===== config.mk =====
export PLATFORM = sky130hd
export DESIGN_NAME = pwm_duty_capture
export DESIGN_NICKNAME = d
export VERILOG_FILES = /design/src/pdc_pkg.sv /design/src/pwm_duty_capture.sv /design/src/pdc_serial_period.sv /design/src/pdc_duty_div.sv
export SDC_FILE = /design/constraint.sdc
export NUM_CORES = 1
export LEC_CHECK = 0
export BUFFER_PORTS_ARGS = -buffer_cell sky130_fd_sc_hd__buf_2
export CAP_MARGIN = 5
export CORE_MARGIN = 4
export CORE_UTILIZATION = 40
export CTS_CLUSTER_DIAMETER = 60
export DETAILED_ROUTE_END_ITERATION = 8
export GPL_TIMING_DRIVEN = 1
export MAX_ROUTING_LAYER = met4
export PLACE_DENSITY = 0.6
export SYNTH_ARGS = -nofsm -noshare
export SYNTH_HDL_FRONTEND = slang
export SYNTH_HIERARCHICAL = 1
export SYNTH_SLANG_ARGS = --single-unit

===== constraint.sdc =====
create_clock -name clk -period 6.3 [get_ports clk]
set_input_delay 1.89 -clock clk [delete_from_list [all_inputs] [get_ports clk]]
set_output_delay 1.89 -clock clk [all_outputs]
set_load 0.02 [all_outputs]

===== src/pdc_pkg.sv =====
// shared constants and types for the pwm duty capture block
// no dependencies; imported by every module under src
`timescale 1ns / 1ps

package pdc_pkg;

    // width of the free-running timer and of one measured period
    localparam int unsigned TIMER_BITS = 16;
    localparam int unsigned TOTAL_BITS = TIMER_BITS + 1;

    // duty is 0..100, a percentage scale
    localparam int unsigned PCT_SCALE  = 100;
    localparam int unsigned DUTY_BITS  = 7;
    localparam int unsigned PROD_BITS  = TIMER_BITS + DUTY_BITS;

    localparam int unsigned BIT_CNT_BITS = $clog2(TIMER_BITS);
    localparam int unsigned DIV_CNT_BITS = $clog2(DUTY_BITS);

    typedef enum logic [1:0] {
        ST_IDLE,
        ST_PERIOD,
        ST_DIVIDE,
        ST_OUTPUT
    } pdc_state_t;

endpackage


===== src/pwm_duty_capture.sv =====
// Each accepted edge beat carries a timer capture; edges alternate rising, falling,
// starting with rising. From acceptance to the result register a beat passes the
// bit-serial period subtractor/adder, the registered on*100 step, the restoring
// divider and the handoffs between them. in_stall is high for that span. With the
// enable bit (written by cfg_write/cfg_data) low, beats are taken and dropped at
// once. A finished result waits in the output register while the next edge is
// worked on.
// top level; depends on pdc_pkg, pdc_serial_period, pdc_duty_div
`timescale 1ns / 1ps

module pwm_duty_capture (
    input  logic                              clk,
    input  logic                              rst_n,
    input  logic                              cfg_write,
    input  logic                              cfg_data,
    input  logic                              in_valid,
    output logic                              in_stall,
    input  logic [pdc_pkg::TIMER_BITS-1:0]    capture_time,
    output logic                              out_valid,
    input  logic                              out_stall,
    output logic [pdc_pkg::TIMER_BITS-1:0]    on_period,
    output logic [pdc_pkg::TIMER_BITS-1:0]    off_period,
    output logic [pdc_pkg::TOTAL_BITS-1:0]    total_period,
    output logic [pdc_pkg::DUTY_BITS-1:0]     duty_percent,
    output logic                              duty_valid,
    output logic                              was_rising
);
    import pdc_pkg::*;

    pdc_state_t             state_reg, state_next;
    logic                   enable_reg, enable_next;
    logic                   expect_falling_reg, expect_falling_next;
    logic [TIMER_BITS-1:0]  last_capture_reg, last_capture_next;
    logic [TIMER_BITS-1:0]  high_time_reg, high_time_next;
    logic [TIMER_BITS-1:0]  low_time_reg, low_time_next;
    logic [TOTAL_BITS-1:0]  total_reg, total_next;
    logic                   rising_reg, rising_next;
    logic                   out_valid_reg, out_valid_next;

    logic [TIMER_BITS-1:0]  on_out_reg, off_out_reg;
    logic [TOTAL_BITS-1:0]  total_out_reg;
    logic [DUTY_BITS-1:0]   duty_out_reg;
    logic                   dvalid_out_reg, rising_out_reg;

    logic                   in_take;
    logic                   ser_start, ser_done;
    logic [TIMER_BITS-1:0]  ser_period;
    logic [TOTAL_BITS-1:0]  ser_total;
    logic                   div_start, div_done;
    logic [TIMER_BITS-1:0]  div_on;
    logic [DUTY_BITS-1:0]   div_quot;
    logic                   out_free;
    logic                   out_load;

    assign in_take  = in_valid && !in_stall;
    assign out_free = !out_valid_reg || !out_stall;
    // on a rising edge the high time is the stored one, else the fresh period
    assign div_on   = rising_reg ? high_time_reg : ser_period;

    pdc_serial_period u_period (
        .clk          (clk),
        .rst_n        (rst_n),
        .start        (ser_start),
        .now_time     (capture_time),
        .last_time    (last_capture_reg),
        .other_period (expect_falling_reg ? low_time_reg : high_time_reg),
        .done         (ser_done),
        .period       (ser_period),
        .total        (ser_total)
    );

    pdc_duty_div u_div (
        .clk      (clk),
        .rst_n    (rst_n),
        .start    (div_start),
        .on_time  (div_on),
        .divisor  (ser_total),
        .done     (div_done),
        .quotient (div_quot)
    );

    always_comb
    begin
        state_next          = state_reg;
        enable_next         = cfg_write ? cfg_data : enable_reg;
        expect_falling_next = expect_falling_reg;
        last_capture_next   = last_capture_reg;
        high_time_next      = high_time_reg;
        low_time_next       = low_time_reg;
        total_next          = total_reg;
        rising_next         = rising_reg;
        out_valid_next      = out_valid_reg && out_stall;
        in_stall            = (state_reg != ST_IDLE);
        ser_start           = 1'b0;
        div_start           = 1'b0;
        out_load            = 1'b0;
        case (state_reg)
            ST_IDLE:
            begin
                if (in_valid && enable_reg)
                begin
                    ser_start           = 1'b1;
                    rising_next         = !expect_falling_reg;
                    expect_falling_next = !expect_falling_reg;
                    last_capture_next   = capture_time;
                    state_next          = ST_PERIOD;
                end
            end
            ST_PERIOD:
            begin
                if (ser_done)
                begin
                    if (rising_reg)
                        low_time_next = ser_period;
                    else
                        high_time_next = ser_period;
                    total_next = ser_total;
                    div_start  = 1'b1;
                    state_next = ST_DIVIDE;
                end
            end
            ST_DIVIDE:
            begin
                if (div_done)
                begin
                    if (out_free)
                    begin
                        out_load   = 1'b1;
                        state_next = ST_IDLE;
                    end
                    else
                    begin
                        state_next = ST_OUTPUT;
                    end
                end
            end
            ST_OUTPUT:
            begin
                if (out_free)
                begin
                    out_load   = 1'b1;
                    state_next = ST_IDLE;
                end
            end
            default:
            begin
                state_next = ST_IDLE;
            end
        endcase
        if (out_load)
            out_valid_next = 1'b1;
    end

    always_ff @(posedge clk or negedge rst_n)
    begin
        if (!rst_n)
        begin
            state_reg          <= ST_IDLE;
            enable_reg         <= 1'b0;
            expect_falling_reg <= 1'b0;
            last_capture_reg   <= '0;
            high_time_reg      <= '0;
            low_time_reg       <= '0;
            total_reg          <= '0;
            rising_reg         <= 1'b0;
            out_valid_reg      <= 1'b0;
        end
        else
        begin
            state_reg          <= state_next;
            enable_reg         <= enable_next;
            expect_falling_reg <= in_take ? expect_falling_next : expect_falling_reg;
            last_capture_reg   <= in_take ? last_capture_next : last_capture_reg;
            high_time_reg      <= high_time_next;
            low_time_reg       <= low_time_next;
            total_reg          <= total_next;
            rising_reg         <= rising_next;
            out_valid_reg      <= out_valid_next;
        end
    end

    always_ff @(posedge clk)
    begin
        if (out_load)
        begin
            on_out_reg     <= high_time_reg;
            off_out_reg    <= low_time_reg;
            total_out_reg  <= total_reg;
            dvalid_out_reg <= (total_reg != '0);
            duty_out_reg   <= (total_reg != '0) ? div_quot : '0;
            rising_out_reg <= rising_reg;
        end
    end

    assign out_valid    = out_valid_reg;
    assign on_period    = on_out_reg;
    assign off_period   = off_out_reg;
    assign total_period = total_out_reg;
    assign duty_percent = duty_out_reg;
    assign duty_valid   = dvalid_out_reg;
    assign was_rising   = rising_out_reg;

endmodule


===== src/pdc_serial_period.sv =====
// bit-serial period unit: period = now - last and total = period + other
// one bit per cycle, lsb first; depends on pdc_pkg
`timescale 1ns / 1ps

module pdc_serial_period (
    input  logic                              clk,
    input  logic                              rst_n,
    input  logic                              start,
    input  logic [pdc_pkg::TIMER_BITS-1:0]    now_time,
    input  logic [pdc_pkg::TIMER_BITS-1:0]    last_time,
    input  logic [pdc_pkg::TIMER_BITS-1:0]    other_period,
    output logic                              done,
    output logic [pdc_pkg::TIMER_BITS-1:0]    period,
    output logic [pdc_pkg::TOTAL_BITS-1:0]    total
);
    import pdc_pkg::*;

    logic [TIMER_BITS-1:0]   a_reg, a_next;
    logic [TIMER_BITS-1:0]   b_reg, b_next;
    logic [TIMER_BITS-1:0]   c_reg, c_next;
    logic [TIMER_BITS-1:0]   diff_reg, diff_next;
    logic [TIMER_BITS-1:0]   sum_reg, sum_next;
    logic                    borrow_reg, borrow_next;
    logic                    carry_reg, carry_next;
    logic [BIT_CNT_BITS-1:0] cnt_reg, cnt_next;
    logic                    busy_reg, busy_next;
    logic                    done_reg, done_next;

    logic d_bit;
    logic s_bit;

    always_comb
    begin
        d_bit       = a_reg[0] ^ b_reg[0] ^ borrow_reg;
        s_bit       = d_bit ^ c_reg[0] ^ carry_reg;
        a_next      = a_reg;
        b_next      = b_reg;
        c_next      = c_reg;
        diff_next   = diff_reg;
        sum_next    = sum_reg;
        borrow_next = borrow_reg;
        carry_next  = carry_reg;
        cnt_next    = cnt_reg;
        busy_next   = busy_reg;
        done_next   = 1'b0;
        if (start)
        begin
            a_next      = now_time;
            b_next      = last_time;
            c_next      = other_period;
            borrow_next = 1'b0;
            carry_next  = 1'b0;
            cnt_next    = '0;
            busy_next   = 1'b1;
        end
        else if (busy_reg)
        begin
            a_next      = a_reg >> 1;
            b_next      = b_reg >> 1;
            c_next      = c_reg >> 1;
            diff_next   = {d_bit, diff_reg[TIMER_BITS-1:1]};
            sum_next    = {s_bit, sum_reg[TIMER_BITS-1:1]};
            borrow_next = (~a_reg[0] & b_reg[0]) | (~(a_reg[0] ^ b_reg[0]) & borrow_reg);
            carry_next  = (d_bit & c_reg[0]) | (d_bit & carry_reg) | (c_reg[0] & carry_reg);
            cnt_next    = cnt_reg + 1'b1;
            if (cnt_reg == BIT_CNT_BITS'(TIMER_BITS - 1))
            begin
                busy_next = 1'b0;
                done_next = 1'b1;
            end
        end
    end

    always_ff @(posedge clk or negedge rst_n)
    begin
        if (!rst_n)
        begin
            cnt_reg  <= '0;
            busy_reg <= 1'b0;
            done_reg <= 1'b0;
        end
        else
        begin
            cnt_reg  <= cnt_next;
            busy_reg <= busy_next;
            done_reg <= done_next;
        end
    end

    always_ff @(posedge clk)
    begin
        a_reg      <= a_next;
        b_reg      <= b_next;
        c_reg      <= c_next;
        diff_reg   <= diff_next;
        sum_reg    <= sum_next;
        borrow_reg <= borrow_next;
        carry_reg  <= carry_next;
    end

    assign done   = done_reg;
    assign period = diff_reg;
    assign total  = {carry_reg, sum_reg};

endmodule


===== src/pdc_duty_div.sv =====
// duty unit: on * 100 in one registered step, then a restoring divide
// by the total, one quotient bit per cycle; depends on pdc_pkg
`timescale 1ns / 1ps

module pdc_duty_div (
    input  logic                              clk,
    input  logic                              rst_n,
    input  logic                              start,
    input  logic [pdc_pkg::TIMER_BITS-1:0]    on_time,
    input  logic [pdc_pkg::TOTAL_BITS-1:0]    divisor,
    output logic                              done,
    output logic [pdc_pkg::DUTY_BITS-1:0]     quotient
);
    import pdc_pkg::*;

    logic [PROD_BITS-1:0]    prod_reg, prod_next;
    logic [TOTAL_BITS-1:0]   div_reg, div_next;
    logic [TOTAL_BITS-1:0]   rem_reg, rem_next;
    logic [DUTY_BITS-1:0]    low_reg, low_next;
    logic [DUTY_BITS-1:0]    quot_reg, quot_next;
    logic [DIV_CNT_BITS-1:0] cnt_reg, cnt_next;
    logic                    mul_reg, mul_next;
    logic                    busy_reg, busy_next;
    logic                    done_reg, done_next;

    logic [TOTAL_BITS:0]     shifted;
    logic [TOTAL_BITS+1:0]   trial;

    always_comb
    begin
        shifted   = {rem_reg, low_reg[DUTY_BITS-1]};
        trial     = {1'b0, shifted} - {2'b00, div_reg};
        prod_next = prod_reg;
        div_next  = div_reg;
        rem_next  = rem_reg;
        low_next  = low_reg;
        quot_next = quot_reg;
        cnt_next  = cnt_reg;
        mul_next  = 1'b0;
        busy_next = busy_reg;
        done_next = 1'b0;
        if (start)
        begin
            prod_next = PROD_BITS'(on_time) * PROD_BITS'(PCT_SCALE);
            div_next  = divisor;
            mul_next  = 1'b1;
        end
        else if (mul_reg)
        begin
            // top bits start the remainder, already below the divisor
            rem_next  = TOTAL_BITS'(prod_reg[PROD_BITS-1:DUTY_BITS]);
            low_next  = prod_reg[DUTY_BITS-1:0];
            quot_next = '0;
            cnt_next  = '0;
            busy_next = 1'b1;
        end
        else if (busy_reg)
        begin
            if (!trial[TOTAL_BITS+1])
            begin
                rem_next  = trial[TOTAL_BITS-1:0];
                quot_next = {quot_reg[DUTY_BITS-2:0], 1'b1};
            end
            else
            begin
                rem_next  = shifted[TOTAL_BITS-1:0];
                quot_next = {quot_reg[DUTY_BITS-2:0], 1'b0};
            end
            low_next = low_reg << 1;
            cnt_next = cnt_reg + 1'b1;
            if (cnt_reg == DIV_CNT_BITS'(DUTY_BITS - 1))
            begin
                busy_next = 1'b0;
                done_next = 1'b1;
            end
        end
    end

    always_ff @(posedge clk or negedge rst_n)
    begin
        if (!rst_n)
        begin
            cnt_reg  <= '0;
            mul_reg  <= 1'b0;
            busy_reg <= 1'b0;
            done_reg <= 1'b0;
        end
        else
        begin
            cnt_reg  <= cnt_next;
            mul_reg  <= mul_next;
            busy_reg <= busy_next;
            done_reg <= done_next;
        end
    end

    always_ff @(posedge clk)
    begin
        prod_reg <= prod_next;
        div_reg  <= div_next;
        rem_reg  <= rem_next;
        low_reg  <= low_next;
        quot_reg <= quot_next;
    end

    assign done     = done_reg;
    assign quotient = quot_reg;

endmodule

==> impl_metrics.ini, run 1 <==
[run_status]
outcome = finished, final reports clean

[finish]
ff_latch_area_um2 = 8270
fillers = 2967
drive_above_1_share_pct = 24.8
stdcell_count = 1561
utilization_pct = 46.4
largest_reg_flops = 21
diodes = 0
areaGrowthSynthToFinish_pct = 14.7
multi_input_area_um2 = 4770
final_nets = 1197

[placed_design]
place_inst = 1503
hpwl_um = 16200
place.port_buffers = 81
gp_congestion = 0.870

[worst_setup_path]
critPathTopFamily = adder cells
path_max_fanout = 19
critPathCaptureType = register
startpoint = rising_reg$_DFFE_PN0P_
cp_cell_sequence = mux2_2, ha_1, ha_1, fa_1, ha_1, nor2b_1, o31a_1, o41ai_1, o31ai_1, a221o_1, a21oi_1, xnor2_1
start_kind = register
path_class = reg -> reg
slowest_stage = dfrtp_1
crit_buf_inv = 0
r2r_start = rising_reg$_DFFE_PN0P_
r2r_cells = 12
rrSetupSlack_ps = 1630
slowest_delay_ps = 850
worstSetupEndpoint = u_div/prod_reg[22]$_DFFE_PP_
critPathRequiredTime_ps = 6600
crit_top_cell = ha_1
reg2reg_to = u_div/prod_reg[22]$_DFFE_PP_
cp.depth = 12
critPathArrivalTime_ps = 4970

[drt]
detail_route.wl_per_cell_um = 15.5
viasPerCell = 4.84
first_pass_iters = 6
drtIter0Drc = 376
vias = 7555
drc = 0
routed_wl_um = 24200
ant_nets = 0

[synthesis]
synth_top_family_by_area = multiplexers
yosysSeqAreaShare_pct = 61.2
synth_area_per_cell_um2 = 13.5
synthSimpleGateAreaFrac_pct = 7.26
synth_xor_area_share_pct = 1.81
syn_inst = 1000
synthAdderAreaFrac_pct = 8.83
synth.distinct_cells = 67
syn_area_um2 = 13500
syn-num-nets = 1109
synth_flop_cell = edfxtp_1
synthMuxAreaShare_pct = 10.3
yosys.area.top_type = edfxtp_1
synth_top_area_share_pct = 45.5
synth.most_common_cell = edfxtp_1
synth_compound_area_share_pct = 6.89
synth_top_cells_by_area = edfxtp_1 46%, dfrtp_1 15%, mux2_2 8.7%
ys_warn_count = 6
async_reset_ff_share_pct = 28.6
ys_ff_latch = 290
synthTopCellsByCount = 205 x edfxtp_1, 135 x nand2_1, 104 x mux2_2
synth_edf_count = 205

[floorplanning]
io_pins = 82
die_y_um = 192
dieArea_um2 = 36800
fp.coreArea_um2 = 33400
die_x_um = 192
fp-row-count = 67
start_util_pct = 40.4

[timing]
finalHoldViolations = 0
slew_headroom_pct = 23.9
period_minus_slack_ps = 4670
finalMaxSlewViolations = 0
tns_ps = 0
setup_violations = 0
timing.fmax_mhz = 214
finalCritPeriodShare_pct = 74.2
rsz0062_at_grt = no
tightest_slew_ps = 1140
finClkSkew_ps = 23.9

[flow_run]
maxCapViolations = 0

[clocking]
cts_tree = done
clk_latency_ps = 570
clockBufferDepth = 3
cts_root_buf = clkbuf_16
htreeDepth = 1
cts_resized = 0
holdBufCountCts = 0
path_clk_slew_ps = 60
numCtsBuffers = 31
postCtsSetupRepairBufs = 0
cts_num_sinks = 290

[global_routing]
antenna_found_initial = 0
grt_pass1_wl_um = 40000
grt_usage_pct = 13.6
grt_pass1_vias = 7654
overflow = 0
grt_max_degree = 68

[power]
irDropWorstVdd_v = 0.000198
powerDensity_nw_per_um2 = 260
p_leak_nw = 5.88

[worst_hold_path]
hold_path.startpoint = total_reg[12]$_DFFE_PN0P_
min_path_type = reg -> reg
layout make-up:
cell class | instances | share of cell area, %
clock buffer | 40 | 5.68
multi-input combinational | 598 | 30.7
sequential | 290 | 53.3
inverter | 78 | 1.90
tap | 448 | 3.61
clock inverter | 18 | 1.73
timing repair buffer | 89 | 3.02
cell families (layout without fill, tap and decap cells):
family	Yosys count	after routing
muxes	121	121
adders and majority gates	87	87
xor gates and xnor gates	28	28
buffers and inverters	112	225
AOI/OAI and AO/OA	141	141
and+or+nand+nor	221	221
DFF	290	290
through the flow:
stage	hold WS, ps	instance area [um^2]	total power (W)	setup slack, ps
3_3_place_gp	451	14400	0.00208	1670
2_1_floorplan	420	13500	0.00206	1150
6_report	475	15500	0.00403	1630
4_1_cts	474	15500	0.00409	1570
5_1_grt	486	15500	0.00417	1370
3_5_place_dp	462	14400	0.00208	1620
cells in the final DEF, fill, tap and decap left out, types with 10 or more instances in the layout:
cell	count
a21oi_1	47
fa_1	14
nand2_1	135
nor2_1	37
clkbuf_16	32
inv_1	77
a21o_1	11
o21ai_0	24
mux2_4	10
xnor2_1	20
dfrtp_1	83
mux2_2	104
buf_2	80
ha_1	73
edfxtp_1	205
layer usage:
metal  wire length [um]  share of wire [%]  GRT usage [%]  vias to the layer above
li1                   -                  -              -                     3747
met1              11700                 49           18.8                     3653
met2              11000                 46           21.2                      112
met3                716                3.0           2.00                       43
met4                697                2.9           3.90                        0
met5                  0                  0              -                        -
report_power, final:
group / switching (W) / total, W / internal [W]
combinational: 0.0000141 / 0.0000201 / 0.00000591
clock: 0.000748 / 0.00199 / 0.00124
sequential: 0.000000414 / 0.00202 / 0.00202
total: 0.000763 / 0.00403 / 0.00327
worst min path at each step:
stage                                 end  slack [ps]  depth (start not counted)
6_report       total_period[12]$_DFFE_PP_         480                          0
5_1_grt         total_period[6]$_DFFE_PP_         490                          0
4_1_cts           off_period[0]$_DFFE_PP_         470                          0
3_5_place_dp      off_period[0]$_DFFE_PP_         460                          0
3_3_place_gp      off_period[0]$_DFFE_PP_         450                          0
2_1_floorplan        was_rising$_DFFE_PP_         420                          0
Note: power is estimated with default switching activity, not from simulation.
==> run 2: changes to the inputs <==
--- a/config.mk
+++ b/config.mk
@@ -13,7 +13,7 @@
 export DETAILED_ROUTE_END_ITERATION = 8
 export GPL_TIMING_DRIVEN = 1
 export MAX_ROUTING_LAYER = met4
-export PLACE_DENSITY = 0.6
+export PLACE_DENSITY = 0.62
 export SYNTH_ARGS = -nofsm -noshare
 export SYNTH_HDL_FRONTEND = slang
 export SYNTH_HIERARCHICAL = 1
==> constraint.sdc (replaced) <==
create_clock -name clk -period 3.93 [get_ports clk]
set_input_delay 1.179 -clock clk [delete_from_list [all_inputs] [get_ports clk]]
set_output_delay 1.179 -clock clk [all_outputs]
set_load 0.02 [all_outputs]
==> run 2 against run 1 <==
Critical path depth up 1. Clock-buffer cell count increased by 8. Design area is 4.5% higher. Worst setup slack got worse by 1500 ps. Routed wire length grew 2.3%. Critical endpoint unchanged. Largest cell class unchanged. Die area stayed put. Clock power increased by 61%. Clock skew shrank 5.1 ps. Register-to-register slack got worse by 1500 ps.
==> impl_metrics.ini, run 2 (synthesis results as in run 1) <==
[run_status]
outcome = finished, final reports clean

[clocking]
path_clk_slew_ps = 60
cts_num_sinks = 290
cts_tree = done
htreeDepth = 2
cts_root_buf = clkbuf_16
clk_latency_ps = 520
clockBufferDepth = 3
holdBufCountCts = 0
numCtsBuffers = 36

[drt]
vias = 7809
drc = 0
ant_nets = 0
viasPerCell = 4.84
routed_wl_um = 24700
detail_route.wl_per_cell_um = 15.3
first_pass_iters = 4
drtIter0Drc = 292

[floorplanning]
fp-row-count = 67
start_util_pct = 40.4
dieArea_um2 = 36800
fp.coreArea_um2 = 33400
die_x_um = 192
io_pins = 82
die_y_um = 192

[power]
p_leak_nw = 6.21
switching_share_pct = 20.1
powerDensity_nw_per_um2 = 400
p_int_w = 0.00519
irDropWorstVdd_v = 0.000402
p_switching_w = 0.00130
power_frac_seq_pct = 50.0
clockPowerShare_pct = 49.5
combinationalPowerShare_pct = 0.5
finalPower_w = 0.00649

[worst_hold_path]
min_path_type = reg -> reg

[global_routing]
grt_pass1_vias = 8082
overflow = 0
antenna_found_initial = 0
grt_usage_pct = 14.1
grt_max_degree = 78
grt_pass1_wl_um = 41500

[worst_setup_path]
critPathCaptureType = register
start_kind = register
path_max_fanout = 7
critPathRequiredTime_ps = 4190
critPathArrivalTime_ps = 4050
rrSetupSlack_ps = 140
path_class = reg -> reg

[timing]
finalHoldViolations = 0
finalMaxSlewViolations = 0
tns_ps = 0
setup_violations = 0
tightest_slew_ps = 874
period_minus_slack_ps = 3790
finClkSkew_ps = 18.8
finalCritPeriodShare_pct = 96.5
slew_headroom_pct = 41.7
rsz0062_at_grt = yes
timing.fmax_mhz = 264

[finish]
mostFrequentLayoutCell = edfxtp_1
areaGrowthSynthToFinish_pct = 19.9
diodes = 0
final_nets = 1246
layout_common_cells = 205 x edfxtp_1, 133 x nand2_1, 93 x mux2_2, 82 x dfrtp_1, 80 x buf_2
largest_reg_flops = 21
drive_above_1_share_pct = 30.2

[flow_run]
maxCapViolations = 0

[placed_design]
gp_congestion = 0.872
hpwl_um = 16700
place.port_buffers = 81
[run 2: cell count changes in the layout (fill, tap and decap cells not counted), moves of 4 or more]
cell	delta
clkbuf_8	-5
ha_1	-14
clkbuf_16	+4
buf_4	+39
o21ai_0	-4
mux2_2	-11
ha_4	+13
mux2_4	+11
clkbuf_1	+9
[run 2: worst paths after layout]
kind	cells past startpoint	end	start
max	13	u_div/prod_reg[22]$_DFFE_PP_	rising_reg$_DFFE_PN0P_
min	0	u_div/div_reg[0]$_DFFE_PP_	u_period/sum_reg[0]$_DFFE_PP_
max reg2reg	13	u_div/prod_reg[22]$_DFFE_PP_	rising_reg$_DFFE_PN0P_
min reg2reg	0	u_div/div_reg[0]$_DFFE_PP_	u_period/sum_reg[0]$_DFFE_PP_
max in group asynchronous	2	last_capture_reg[6]$_DFFE_PN0P_	rst_n
min in group asynchronous	1	total_reg[6]$_DFFE_PN0P_	rst_n
[run 2: area by class of cell]
class | instances | area (um^2)
repair buffers | 133 | 835
flip-flops and latches | 290 | 8270
fillers | 2939 | 17200
well taps | 448 | 561
clock buffers | 48 | 946
multi-input cells | 598 | 5070
inverters | 78 | 295
clock inverters | 18 | 229
[run 2: per-layer routing]
metal  GRT usage [%]  vias to the layer above  wire, um
li1                -                     3863         -
met1            19.6                     3763     11700
met2            21.5                      143     11300
met3            2.51                       40      1170
met4            3.84                        0       504
met5               -                        -         0
[run 2: critical path: stages (launching register included)]
cell     delay (ps)
dfrtp_2         480
buf_6           150
buf_12          130
mux2_4          330
ha_1            300
ha_1            310
fa_1            540
ha_4            230
a21o_1          180
a31oi_2         220
o31ai_4         120
a221o_1         340
a21oi_2         130
xnor2_1          70
[run 2: power groups by stage]
stage | sequential (W) | combinational [W] | clock [W]
after floorplan | 0.00331 | 0.00000138 | 0
after global placement | 0.00331 | 0.0000349 | 0
after detailed placement | 0.00331 | 0.0000353 | 0
after CTS | 0.00324 | 0.0000355 | 0.00330
after global routing | 0.00324 | 0.0000392 | 0.00344
final | 0.00325 | 0.0000335 | 0.00321
[run 2: what timing repair did]
| item | in CTS | in global routing |
|---|---|---|
| endpoints found under the setup margin | 4 | 5 |
| buffers inserted | 6 | 1 |
| hold endpoints to repair | 0 | 0 |
| resized for setup | 22 | 30 |
| pin swaps | 11 | 16 |
[run 2: metrics by stage]
stage / instance area (um^2) / util (%) / worst slack, ps / cells / hold WS (ps)
2_1_floorplan: 13500 / - / 4.52 / 1000 / 426
3_3_place_gp: 14700 / 43.9 / -37.8 / 1540 / 451
3_5_place_dp: 14700 / 43.9 / -104 / 1540 / 448
4_1_cts: 16000 / 47.9 / -6.02 / 1612 / 469
5_1_grt: 16200 / 48.5 / -12.3 / 1613 / 476
6_report: 16200 / 48.5 / 139 / 1613 / 462
